[src/ste_pkg.sv]
package ste_pkg;

   localparam int COUNT_BITS = 32;
   localparam int CSR_INDEX_BITS = 1;
   localparam int CSR_DATA_BITS = 64;
   localparam int MAX_CHARS = 8;
   localparam int QUEUE_DEPTH = 2;

   localparam logic [CSR_INDEX_BITS-1:0] CSR_QUOTE_MODE = 1'b0;
   localparam logic [CSR_INDEX_BITS-1:0] CSR_LETTER_TABLE = 1'b1;

   localparam logic [1:0] QUOTE_SINGLE = 2'd1;
   localparam logic [1:0] QUOTE_DOUBLE = 2'd2;

   localparam logic [63:0] LETTER_TABLE_RESET = 64'h0000_7266_766E_7462;

   localparam logic [6:0] CH_BACKSLASH = 7'h5C;
   localparam logic [6:0] CH_SQUOTE = 7'h27;
   localparam logic [6:0] CH_DQUOTE = 7'h22;
   localparam logic [6:0] CH_X = 7'h78;
   localparam logic [6:0] CH_U = 7'h75;

   typedef struct packed {
      logic [15:0] unit;
      logic        last_unit;
      logic        no_unit;
   } req_word_type;

   typedef struct packed {
      logic [6:0]  out_char;
      logic        run_last;
      logic        string_done;
      logic [31:0] chars_emitted;
   } rsp_word_type;

   // One item's expansion: up to eight characters, its length and whether it
   // closes the string.
   typedef struct packed {
      logic [MAX_CHARS-1:0][6:0] chars;
      logic [3:0]                len;
      logic                      ends;
   } desc_type;

   function automatic logic [6:0] hex_digit(input logic [3:0] v);
      logic [6:0] d;
      if (v < 4'd10) d = 7'h30 + 7'(v);
      else d = 7'h37 + 7'(v);
      return d;
   endfunction

endpackage

[src/string_escape_encoder.sv]
// Channel | Ports                                 | Word
// input   | req_push, req_full, req_word          | one 16-bit unit plus end flags
// result  | rsp_empty, rsp_pop, rsp_word          | one escaped ASCII character
// config  | csr_we, csr_index, csr_wdata          | quote mode (0), letter table (1)
//
// An item expands to 0 to 8 characters (at most 8: quote, \uHHHH, quote); the
// back end sends one character per cycle unless the output register is held full
// by a stalled rsp_pop.
// A two-entry queue sits between the classifier and the back end; a single
// output register holds the current word.
// Reset is synchronous, active high, clears quote mode, loads the default letter
// table, and clears the open-string flag, count and all valid flags.
// req_full rises only when the queue is full; a stalled rsp_pop holds the back end.
module string_escape_encoder (
   input  logic                                clock,
   input  logic                                reset,
   input  logic                                req_push,
   output logic                                req_full,
   input  ste_pkg::req_word_type               req_word,
   output logic                                rsp_empty,
   input  logic                                rsp_pop,
   output ste_pkg::rsp_word_type               rsp_word,
   input  logic                                csr_we,
   input  logic [ste_pkg::CSR_INDEX_BITS-1:0]  csr_index,
   input  logic [ste_pkg::CSR_DATA_BITS-1:0]   csr_wdata
);
   import ste_pkg::*;

   logic     q_push, q_full, q_pop, q_valid;
   desc_type push_desc, pop_desc;

   // Accept whenever the queue has room.
   assign req_full = q_full;

   // Classify a unit into its full character expansion.
   ste_front u_front (
      .clock     (clock),
      .reset     (reset),
      .req_push  (req_push),
      .req_word  (req_word),
      .csr_we    (csr_we),
      .csr_index (csr_index),
      .csr_wdata (csr_wdata),
      .q_full    (q_full),
      .q_push    (q_push),
      .q_desc    (push_desc)
   );

   // Hold classified items until the back end is free.
   ste_queue u_queue (
      .clock     (clock),
      .reset     (reset),
      .push      (q_push),
      .push_desc (push_desc),
      .full      (q_full),
      .pop       (q_pop),
      .valid     (q_valid),
      .pop_desc  (pop_desc)
   );

   // Send characters one at a time and keep the running count.
   ste_back u_back (
      .clock     (clock),
      .reset     (reset),
      .q_valid   (q_valid),
      .q_desc    (pop_desc),
      .q_pop     (q_pop),
      .rsp_empty (rsp_empty),
      .rsp_pop   (rsp_pop),
      .rsp_word  (rsp_word)
   );

endmodule

[src/ste_front.sv]
module ste_front (
   input  logic                                clock,
   input  logic                                reset,
   input  logic                                req_push,
   input  ste_pkg::req_word_type               req_word,
   input  logic                                csr_we,
   input  logic [ste_pkg::CSR_INDEX_BITS-1:0]  csr_index,
   input  logic [ste_pkg::CSR_DATA_BITS-1:0]   csr_wdata,
   input  logic                                q_full,
   output logic                                q_push,
   output ste_pkg::desc_type                   q_desc
);
   import ste_pkg::*;

   logic [1:0]  quote_mode_ff, quote_mode_in;
   logic [63:0] letters_ff, letters_in;
   logic        opened_ff, opened_in;

   logic [15:0]      u;
   logic [6:0]       q;
   logic             has_q;
   logic             ends;
   logic [7:0]       letter;
   logic             letter_ok;
   logic [7:0][6:0]  esc;
   logic [3:0]       esc_len;
   logic             put_open, put_close;
   logic [3:0]       base, j;

   assign q_push = req_push && !q_full;

   always_comb begin
      u = req_word.unit;
      ends = req_word.last_unit || req_word.no_unit;
      unique case (quote_mode_ff)
         QUOTE_SINGLE: q = CH_SQUOTE;
         QUOTE_DOUBLE: q = CH_DQUOTE;
         default:      q = 7'd0;
      endcase
      has_q = (q != 7'd0);

      letter = letters_ff[8*u[2:0] +: 8];
      letter_ok = (u[15:3] == 13'd1) && (letter >= 8'h20) && (letter < 8'h7F);

      esc = '0;
      esc_len = 4'd0;
      if (req_word.no_unit) begin
         esc_len = 4'd0;
      end else if (u < 16'h20 && letter_ok) begin
         esc[0] = CH_BACKSLASH;
         esc[1] = letter[6:0];
         esc_len = 4'd2;
      end else if (u < 16'h20 || (u >= 16'h7F && u < 16'h100)) begin
         esc[0] = CH_BACKSLASH;
         esc[1] = CH_X;
         esc[2] = hex_digit(u[7:4]);
         esc[3] = hex_digit(u[3:0]);
         esc_len = 4'd4;
      end else if (u < 16'h7F) begin
         if ((has_q && u[6:0] == q) || u[6:0] == CH_BACKSLASH) begin
            esc[0] = CH_BACKSLASH;
            esc[1] = u[6:0];
            esc_len = 4'd2;
         end else begin
            esc[0] = u[6:0];
            esc_len = 4'd1;
         end
      end else begin
         esc[0] = CH_BACKSLASH;
         esc[1] = CH_U;
         esc[2] = hex_digit(u[15:12]);
         esc[3] = hex_digit(u[11:8]);
         esc[4] = hex_digit(u[7:4]);
         esc[5] = hex_digit(u[3:0]);
         esc_len = 4'd6;
      end

      put_open = !opened_ff && has_q;
      put_close = ends && has_q;
      base = {3'd0, put_open};

      // Lay out opening quote, escape body, closing quote.
      for (int i = 0; i < MAX_CHARS; i++) begin
         j = 4'(i) - base;
         if (4'(i) < base) q_desc.chars[i] = q;
         else if (j < esc_len) q_desc.chars[i] = esc[j[2:0]];
         else q_desc.chars[i] = q;
      end
      q_desc.len = base + esc_len + {3'd0, put_close};
      q_desc.ends = ends;
   end

   always_comb begin
      quote_mode_in = quote_mode_ff;
      letters_in = letters_ff;
      opened_in = opened_ff;
      if (csr_we) begin
         unique case (csr_index)
            CSR_QUOTE_MODE:   quote_mode_in = csr_wdata[1:0];
            CSR_LETTER_TABLE: letters_in = csr_wdata[63:0];
            default: ;
         endcase
      end
      if (q_push) opened_in = !ends;
   end

   always_ff @(posedge clock) begin
      if (reset) begin
         quote_mode_ff <= 2'd0;
         letters_ff <= LETTER_TABLE_RESET;
         opened_ff <= 1'b0;
      end else begin
         quote_mode_ff <= quote_mode_in;
         letters_ff <= letters_in;
         opened_ff <= opened_in;
      end
   end

endmodule

[src/ste_queue.sv]
module ste_queue (
   input  logic               clock,
   input  logic               reset,
   input  logic               push,
   input  ste_pkg::desc_type  push_desc,
   output logic               full,
   input  logic               pop,
   output logic               valid,
   output ste_pkg::desc_type  pop_desc
);
   import ste_pkg::*;

   desc_type   entry_ff [QUEUE_DEPTH];
   logic [0:0] wr_ptr_ff, wr_ptr_in;
   logic [0:0] rd_ptr_ff, rd_ptr_in;
   logic [1:0] cnt_ff, cnt_in;

   assign full = (cnt_ff == 2'(QUEUE_DEPTH));
   assign valid = (cnt_ff != 2'd0);
   assign pop_desc = entry_ff[rd_ptr_ff];

   always_comb begin
      wr_ptr_in = push ? wr_ptr_ff + 1'b1 : wr_ptr_ff;
      rd_ptr_in = pop ? rd_ptr_ff + 1'b1 : rd_ptr_ff;
      cnt_in = cnt_ff + {1'b0, push} - {1'b0, pop};
   end

   always_ff @(posedge clock) begin
      if (push) entry_ff[wr_ptr_ff] <= push_desc;
   end

   always_ff @(posedge clock) begin
      if (reset) begin
         wr_ptr_ff <= '0;
         rd_ptr_ff <= '0;
         cnt_ff <= '0;
      end else begin
         wr_ptr_ff <= wr_ptr_in;
         rd_ptr_ff <= rd_ptr_in;
         cnt_ff <= cnt_in;
      end
   end

endmodule

[src/ste_back.sv]
module ste_back (
   input  logic                  clock,
   input  logic                  reset,
   input  logic                  q_valid,
   input  ste_pkg::desc_type     q_desc,
   output logic                  q_pop,
   output logic                  rsp_empty,
   input  logic                  rsp_pop,
   output ste_pkg::rsp_word_type rsp_word
);
   import ste_pkg::*;

   localparam logic [COUNT_BITS-1:0] COUNT_MAX = '1;
   localparam logic [COUNT_BITS+31:0] VIEW_MAX = (COUNT_BITS+32)'(32'hFFFF_FFFF);

   desc_type             cur_ff;
   logic                 cur_valid_ff, cur_valid_in;
   logic [2:0]           idx_ff, idx_in;
   logic [COUNT_BITS-1:0] count_ff, count_in, count_inc;
   logic                 out_valid_ff, out_valid_in;
   rsp_word_type         out_word_ff, out_word_in;

   logic slot_free, emit, is_last, finishing;
   logic [COUNT_BITS+31:0] count_ext;

   assign rsp_empty = !out_valid_ff;
   assign rsp_word = out_word_ff;

   always_comb begin
      slot_free = !out_valid_ff || rsp_pop;
      emit = cur_valid_ff && slot_free;
      is_last = ({1'b0, idx_ff} + 4'd1 == cur_ff.len);
      finishing = emit && is_last;
      q_pop = q_valid && (!cur_valid_ff || finishing);

      count_inc = (count_ff == COUNT_MAX) ? count_ff : count_ff + 1'b1;
      count_ext = (COUNT_BITS+32)'(count_inc);

      out_word_in.out_char = cur_ff.chars[idx_ff];
      out_word_in.run_last = is_last;
      out_word_in.string_done = is_last && cur_ff.ends;
      out_word_in.chars_emitted = (count_ext > VIEW_MAX) ? 32'hFFFF_FFFF : count_ext[31:0];

      out_valid_in = emit ? 1'b1 : (rsp_pop ? 1'b0 : out_valid_ff);

      // advance within the current item, drop it on its last character
      cur_valid_in = cur_valid_ff;
      idx_in = idx_ff;
      count_in = count_ff;
      if (emit) begin
         idx_in = idx_ff + 3'd1;
         count_in = (is_last && cur_ff.ends) ? '0 : count_inc;
      end
      if (finishing) cur_valid_in = 1'b0;
      if (q_pop) begin
         cur_valid_in = (q_desc.len != 4'd0);
         idx_in = 3'd0;
         if (q_desc.len == 4'd0 && q_desc.ends) count_in = '0;
      end
   end

   always_ff @(posedge clock) begin
      if (q_pop) cur_ff <= q_desc;
      if (emit) out_word_ff <= out_word_in;
   end

   always_ff @(posedge clock) begin
      if (reset) begin
         cur_valid_ff <= 1'b0;
         idx_ff <= 3'd0;
         count_ff <= '0;
         out_valid_ff <= 1'b0;
      end else begin
         cur_valid_ff <= cur_valid_in;
         idx_ff <= idx_in;
         count_ff <= count_in;
         out_valid_ff <= out_valid_in;
      end
   end

   a_idx_in_range: assert property (@(posedge clock) disable iff (reset)
      cur_valid_ff |-> ({1'b0, idx_ff} < cur_ff.len))
      else $error("character index beyond item length");

   a_done_is_run_last: assert property (@(posedge clock) disable iff (reset)
      (out_valid_ff && out_word_ff.string_done) |-> out_word_ff.run_last)
      else $error("string end not on last character of its item");

   a_count_clears: assert property (@(posedge clock) disable iff (reset)
      (finishing && cur_ff.ends) |=> (count_ff == '0))
      else $error("count not cleared at end of string");

endmodule
[config.mk]
export PLATFORM = sky130hd
export DESIGN_NAME = string_escape_encoder
export DESIGN_NICKNAME = d
export VERILOG_FILES = /design/src/ste_pkg.sv /design/src/string_escape_encoder.sv /design/src/ste_front.sv /design/src/ste_queue.sv /design/src/ste_back.sv
export SDC_FILE = /design/constraint.sdc
export NUM_CORES = 1
export LEC_CHECK = 0
export BUFFER_PORTS_ARGS = -buffer_cell sky130_fd_sc_hd__buf_2
export CORE_ASPECT_RATIO = 0.8
export CORE_UTILIZATION = 54
export CTS_BUF_LIST = sky130_fd_sc_hd__clkbuf_4 sky130_fd_sc_hd__clkbuf_8 sky130_fd_sc_hd__clkbuf_16
export DETAILED_ROUTE_END_ITERATION = 16
export PLACE_DENSITY = 0.75
export SYNTH_ARGS = -nofsm -noshare
export SYNTH_HDL_FRONTEND = slang
export SYNTH_SLANG_ARGS = --single-unit
[constraint.sdc]
create_clock -name clock -period 5.64 [get_ports clock]
set_clock_uncertainty 0.15 [all_clocks]
set_input_delay 0.846 -clock clock [delete_from_list [all_inputs] [get_ports clock]]
set_output_delay 0.846 -clock clock [all_outputs]
set_load 0.005 [all_outputs]
==> results.sh, run 1 <==
export IMPL_p_leak_nw=6.17
export IMPL_vdd_drop_max_mv=0.279
export IMPL_std_cell_rows=54
export IMPL_cp_data_required_time_ns=5.80
export IMPL_crit_fanout=26
export IMPL_final_setup_viol_count=0
export IMPL_place_area_mm2=0.0159
export IMPL_yosysTopAreaCell="edfxtp_1"
export IMPL_h_tree_depth=1
export IMPL_io_pins=131
export IMPL_hold_class="flip-flop to flip-flop"
export IMPL_arrival_ns=4.62
export IMPL_finalCritPeriodShare_pct=79.0
export IMPL_syn_inst=1315
export IMPL_grt_pass1_wl_um=56900
export IMPL_tritoncts="yes"
export IMPL_hold_viol_final=0
export IMPL_slew_viol_final=0
export IMPL_fin_ws_ns=1.18
export IMPL_synthesis_nets=1425
export IMPL_start_util_pct=55.0
export IMPL_synth_top_family_by_area="simple AND/OR/NAND/NOR gates"
export IMPL_fin_setup_tns_ns=0
export IMPL_grt_usage_pct=25.8
export IMPL_max_cap_violations=0
export IMPL_synthAdderAreaFrac_pct=1.88
export IMPL_synth_seq_area_share_pct=56.4
export IMPL_die_area_mm2=0.0285
export IMPL_yosys_area_share_xor_xnor_pct=2.63
export IMPL_worst_path_most_repeated_cell="nand2_1"
export IMPL_place_ws_ns=0.657
export IMPL_antenna_found_initial=0
export IMPL_cts_sinks=318
export IMPL_core_area_mm2=0.0273
export IMPL_io_buffers=130
export IMPL_wl_um=36500
export IMPL_grt_pass1_vias=10300
export IMPL_startpoint_type="primary input"
export IMPL_power_mw=6.73
export IMPL_fin_nets=1515
export IMPL_synth_ff_type="edfxtp_1"
export IMPL_rsz0062_at_grt="no"
export IMPL_drt_initial_drc_count=1054
export IMPL_gr_total_overflow=0
export IMPL_crit_family="compound AO/OA/AOI/OAI gates"
export IMPL_drive_gt1_share_pct=22.8
export IMPL_post_cts_buffers=0
export IMPL_p_per_area_mw_per_mm2=397
export IMPL_critPathSlowestCell="mux4_2"
export IMPL_synth_edf_count=209
export IMPL_synth_most_common_cell="edfxtp_1"
export IMPL_netlist_area_leader_share_pct=41.8
export IMPL_synth_area_leaders="edfxtp_1 (42%), dfxtp_1 (15%), mux2_2 (4.8%)"
export IMPL_drt_pass1_iter_count=6
export IMPL_postLayoutCellArea_mm2=0.0170
export IMPL_cts_hold_repair_buffers=0
export IMPL_yosysUniqueCellTypes=85
export IMPL_cp_end_kind="flip-flop"
export IMPL_slowest_delay_ns=0.61
export IMPL_drc=0
export IMPL_worstSkewPairLatency_ns=0.58
export IMPL_fmax_mhz=224
export IMPL_holdCritStartpoint="u_front.letters_ff[58]"
export IMPL_dpl_hpwl_um=25100
export IMPL_cts_buffer_depth=3
export IMPL_syn_area_per_cell_um2=11.4
export IMPL_yosys_register_bits=318
export IMPL_avgRoutedWirePerCell_um=20.3
export IMPL_worstReg2RegStart="u_front.quote_mode_ff[1]"
export IMPL_ctsResizeCount=0
export IMPL_critPathKind="primary input to flip-flop"
export IMPL_die_width_um=188
export IMPL_period_minus_slack_ns=4.46
export IMPL_n_antenna_cell=0
export IMPL_run_status="finished, final reports clean"
export IMPL_cts_root_buf="clkbuf_16"
export IMPL_path_buf_inv=1
export IMPL_vias_per_cell=6.08
export IMPL_numCtsBuffers=31
export IMPL_timing_hold_ws_ns=0.301
export IMPL_synth_compound_area_share_pct=12.0
export IMPL_synth_common_cells="edfxtp_1 (209), nand2_1 (179), a21oi_1 (119)"
export IMPL_cp_startpoint="req_word[4]"
export IMPL_synthArstFlopShare_pct=0
export IMPL_grt_max_degree=77
export IMPL_finalWeightedCongestion=0.954
export IMPL_path_clk_slew_ns=0.06
export IMPL_synth_mux_area_share_pct=9.55
export IMPL_yosys_warnings=0
export IMPL_area_delta_synth_final_pct=13.0
export IMPL_die_h_um=151
export IMPL_yosys_area_share_simple_pct=14.3
export IMPL_synth_area_mm2=0.0150
export IMPL_cp_cell_sequence="buf_2 -> mux4_2 -> mux2_1 -> o2111ai_2 -> a21oi_1 -> o21ai_0 -> ha_1 -> o21bai_1 -> nand2_1 -> nand2_1 -> nor2_1 -> a31o_2"
export IMPL_vias=10900
export IMPL_tightest_slew_ns=1.16
export IMPL_ant_nets=0
export IMPL_max_slew_margin_pct=22.6
==> worst paths after layout <==
path | end | slack [ns] | cells after the start
worst max-delay path | u_queue.entry_ff[0][10] | 1.18 | 12
worst min-delay path | u_front.letters_ff[58] | 0.30 | 2
worst max register to register | u_queue.entry_ff[0][26] | 1.53 | 9
worst min register to register | u_front.letters_ff[58] | 0.30 | 2
==> logic make-up after synthesis <==
kind of cell | Yosys count
AO/OA/AOI/OAI | 285
XOR/XNOR | 45
adder cells (fa/ha/maj) | 22
buffers and inverters | 115
flip-flops | 318
multiplexers | 101
AND/OR/NAND/NOR | 429
==> worst min-delay path, stage by stage, from the launching register on <==
cell and delay [ns]:
dfxtp_1 0.30, nand2_1 0.05, a21oi_1 0.05
==> power by group <==
group | switching [mW] | internal [mW]
Clock | 0.877 | 1.28
Combinational | 0.823 | 0.517
Sequential | 0.160 | 3.07
==> layout by cell type, fill, tap and decap left out, types with 6 or more instances in the layout <==
cell type / count
and3_1: 12
nand4_1: 10
ha_1: 21
and2_1: 7
and4_1: 9
buf_4: 13
xnor2_1: 30
o211ai_1: 7
o22ai_1: 6
nand3b_1: 31
o21ai_1: 7
or4_1: 8
dfxtp_1: 108
nor3_1: 12
nor2_1: 71
mux4_2: 27
a21oi_1: 118
a31oi_1: 23
buf_2: 130
edfxtp_1: 209
nand2_1: 178
clkbuf_8: 9
clkbuf_16: 33
a41oi_1: 8
xor2_1: 15
a21o_1: 6
mux2i_1: 8
nand3_1: 33
or3_1: 20
o21ai_0: 46
inv_1: 24
clkbuf_4: 8
mux2_2: 64
==> final cells by class <==
class | instances | area, µm²
clock buffer | 50 | 1010
clock inverter | 8 | 87.6
fill | 2170 | 10300
inverter | 29 | 109
multi-input combinational | 882 | 6080
sequential | 318 | 8460
tap | 364 | 455
timing repair buffer | 143 | 748
==> per-layer routing <==
layer / track usage, % / vias up / wire [µm]
met5: 0 / - / 0
met4: 6.57 / 0 / 708
met3: 4.01 / 59 / 3110
met2: 38.8 / 456 / 15800
met1: 39.0 / 5314 / 16800
li1: - / 5070 / -
==> state kept, by name (all words and copies together), names as in the netlist, named ones only <==
register and cells:
u_back.idx_ff 3, u_back.count_ff 32, u_back.cur_valid_ff 1, u_queue.rd_ptr_ff 1, u_front.opened_ff 1, u_queue.cnt_ff 2
u_front.letters_ff 64, u_queue.entry_ff 112, u_queue.wr_ptr_ff 1, u_back.out_valid_ff 1, u_back.rsp_word 41, u_back.cur_ff 56
u_front.quote_mode_ff 2
==> through the flow <==
stage,instances,utilization [%]
global placement,1736,58.1
detailed placement,1736,58.1
CTS,1794,62.1
floorplan,1315,-
global route,1794,62.1
finish,1794,62.1
No activity file was read; power rests on OpenSTA's default activity.
==> run 2, diff against run 1 <==
Settings changed: ABC_AREA set to 1, CORE_UTILIZATION 54 to 55, PLACE_DENSITY 0.75 to 0.73.
Clock period 5.64 ns to 4.3 ns, I/O delays scaled along.
==> run 2 against run 1 <==
Compared with the run above: via count is 6.5% higher; critical path type is now flip-flop to flip-flop; largest cell class unchanged; die area is 0.82% lower; first-iteration DRC count is 3.3% lower; wire length is 0.95% lower; global-route usage is 0.095 points lower; sequential power is 33% higher; hold slack worse by 0.14 ns.
==> results.sh, run 2 <==
export IMPL_run_status="finished, final reports clean"
export IMPL_synth_seq_area_share_pct=55.8
export IMPL_core_area_mm2=0.0267
export IMPL_drc=0
export IMPL_grt_pass1_wl_um=57100
export IMPL_start_util_pct=56.9
export IMPL_yosys_warnings=0
export IMPL_arrival_ns=3.71
export IMPL_fin_ws_ns=0.733
export IMPL_cts_root_buf="clkbuf_16"
export IMPL_synth_compound_area_share_pct=9.47
export IMPL_finalCritPeriodShare_pct=83.0
export IMPL_yosys_area_share_xor_xnor_pct=1.56
export IMPL_grt_max_degree=68
export IMPL_postLayoutCellArea_mm2=0.0172
export IMPL_io_pins=131
export IMPL_syn_inst=1627
export IMPL_vias=11600
export IMPL_vdd_drop_max_mv=0.334
export IMPL_ant_nets=0
export IMPL_synth_common_cells="nand2_1 (340), edfxtp_1 (209), nor2_1 (185)"
export IMPL_numCtsBuffers=31
export IMPL_grtUsageMet3_pct=4.24
export IMPL_yosys_area_share_simple_pct=20.4
export IMPL_startpoint_type="flip-flop"
export IMPL_crit_fanout=8
export IMPL_final_common_cell="nand2_1"
export IMPL_drive_gt1_share_pct=18.4
export IMPL_cts_buffer_depth=3
export IMPL_path_clk_slew_ns=0.06
export IMPL_synth_most_common_cell="nand2_1"
export IMPL_place_area_mm2=0.0161
export IMPL_drt_pass1_iter_count=5
export IMPL_power_mw=9.05
export IMPL_cp_end_kind="flip-flop"
export IMPL_h_tree_depth=1
export IMPL_synthArstFlopShare_pct=0
export IMPL_grt_met2_usage_pct=38.6
export IMPL_grt_pass1_vias=10700
export IMPL_synthesis_nets=1737
export IMPL_place_ws_ns=0.458
export IMPL_synth_area_mm2=0.0152
export IMPL_gr_total_overflow=0
export IMPL_netlist_area_leader_share_pct=41.4
export IMPL_top_usage_layer="met1"
export IMPL_yosysTopAreaCell="edfxtp_1"
export IMPL_period_minus_slack_ns=3.57
export IMPL_synth_area_leaders="edfxtp_1 (41%), dfxtp_1 (14%), nand2_1 (8.4%)"
export IMPL_io_buffers=130
export IMPL_utilization_pct=64.6
export IMPL_n_antenna_cell=0
export IMPL_p_leak_nw=7.14
export IMPL_worstSkewPairLatency_ns=0.56
export IMPL_fmax_mhz=280
export IMPL_layout_common_cells="nand2_1 (339), edfxtp_1 (209), nor2_1 (181), inv_1 (150), buf_2 (130)"
export IMPL_reg_largest_list="u_queue.entry_ff x112, u_front.letters_ff x64, u_back.cur_ff x56"
export IMPL_hold_viol_final=0
export IMPL_die_area_mm2=0.0282
export IMPL_largest_reg_flops=112
export IMPL_die_width_um=188
export IMPL_ctsResizeCount=0
export IMPL_finalWeightedCongestion=0.913
export IMPL_fin_nets=1848
export IMPL_timing_hold_ws_ns=0.161
export IMPL_synthAdderAreaFrac_pct=1.87
export IMPL_tightest_slew_ns=1.02
export IMPL_synth_mux_area_share_pct=4.36
export IMPL_grt_usage_pct=25.7
export IMPL_final_setup_viol_count=0
export IMPL_std_cell_rows=53
export IMPL_area_delta_synth_final_pct=13.6
export IMPL_cp_data_required_time_ns=4.45
export IMPL_post_cts_buffers=0
export IMPL_drt_initial_drc_count=1019
export IMPL_antenna_found_initial=0
export IMPL_synth_edf_count=209
export IMPL_synth_ff_type="edfxtp_1"
export IMPL_cts_sinks=318
export IMPL_synth_top_family_by_area="simple AND/OR/NAND/NOR gates"
export IMPL_critPathKind="flip-flop to flip-flop"
export IMPL_yosysUniqueCellTypes=50
export IMPL_rsz0062_at_grt="no"
export IMPL_p_per_area_mw_per_mm2=526
export IMPL_wl_um=36100
export IMPL_top_register="u_queue.entry_ff"
export IMPL_syn_area_per_cell_um2=9.32
export IMPL_fillers=2228
export IMPL_tritoncts="yes"
export IMPL_yosys_register_bits=318
export IMPL_use_met1_pct=39.4
export IMPL_avgRoutedWirePerCell_um=17.0
export IMPL_max_cap_violations=0
export IMPL_die_h_um=151
export IMPL_hold_class="primary input to flip-flop"
export IMPL_cts_hold_repair_buffers=0
export IMPL_dpl_hpwl_um=25500
export IMPL_stdcell_count=2120
export IMPL_vias_per_cell=5.47
export IMPL_slew_viol_final=0
export IMPL_max_slew_margin_pct=31.9
export IMPL_fin_setup_tns_ns=0
export IMPL_dp_cells=2062
==> run 2: cell count changes in the layout (fill, tap and decap cells not counted), sizes merged, moves of 28 or more <==
cell,previous run,this run
nand2,179,351
inv,29,163
nor2,74,196
nand3,33,103
o21ai,53,111
a21oi,119,62
nand3b,31,3
==> run 2: area by class of cell <==
cell class	count	area [µm²]	share of cell area (%)
Multi-Input combinational cell	1067	5740	33.3
Clock buffer	48	970	5.63
Tap cell	357	447	2.59
Timing Repair Buffer	152	816	4.74
Clock inverter	10	156	0.908
Sequential cell	318	8460	49.1
Inverter	168	639	3.71
==> run 2: per-layer routing <==
layer | share of wire [%] | vias up
li1 | - | 5719
met1 | 49 | 5457
met2 | 42 | 389
met3 | 6.7 | 41
met4 | 1.5 | 0
met5 | 0 | -
==> run 2: worst paths after layout <==
path | start | endpoint | slack, ns | cells after the start
min | csr_wdata[30] | u_front.letters_ff[30] | 0.16 | 3
min reg2reg | u_front.letters_ff[36] | u_front.letters_ff[36] | 0.30 | 2
max reg2reg | u_front.quote_mode_ff[1] | u_queue.entry_ff[0][20] | 0.73 | 18
max | u_front.quote_mode_ff[1] | u_queue.entry_ff[0][20] | 0.73 | 18
==> run 2: critical path: stages, from the launching register on <==
cell and delay, ns:
dfxtp_1 0.30, inv_1 0.07, ha_1 0.46, inv_1 0.27, nand3_1 0.12, nand2_1 0.06
nand4_1 0.09, nand2_1 0.16, nor2_4 0.18, inv_2 0.06, nor3_1 0.36, ha_1 0.25
nor2_1 0.05, nor2_1 0.27, inv_1 0.13, nand2_4 0.14, inv_2 0.05, nand2_1 0.07
nand2_1 0.09
==> run 2: report_power, final <==
group          leakage (nW)  internal (mW)  total, mW  switching (mW)
sequential             2.90           4.09       4.30           0.209
combinational          3.68          0.633       1.86            1.22
clock                 0.564           1.79       2.90            1.11
total                  7.14           6.51       9.05            2.54
==> run 2: logic make-up after synthesis <==
family,Yosys count
AND/OR/NAND/NOR,712
flip-flops,318
AO/OA/AOI/OAI,247
buffers and inverters,242
multiplexers,59
XOR/XNOR,27
adder cells (fa/ha/maj),22
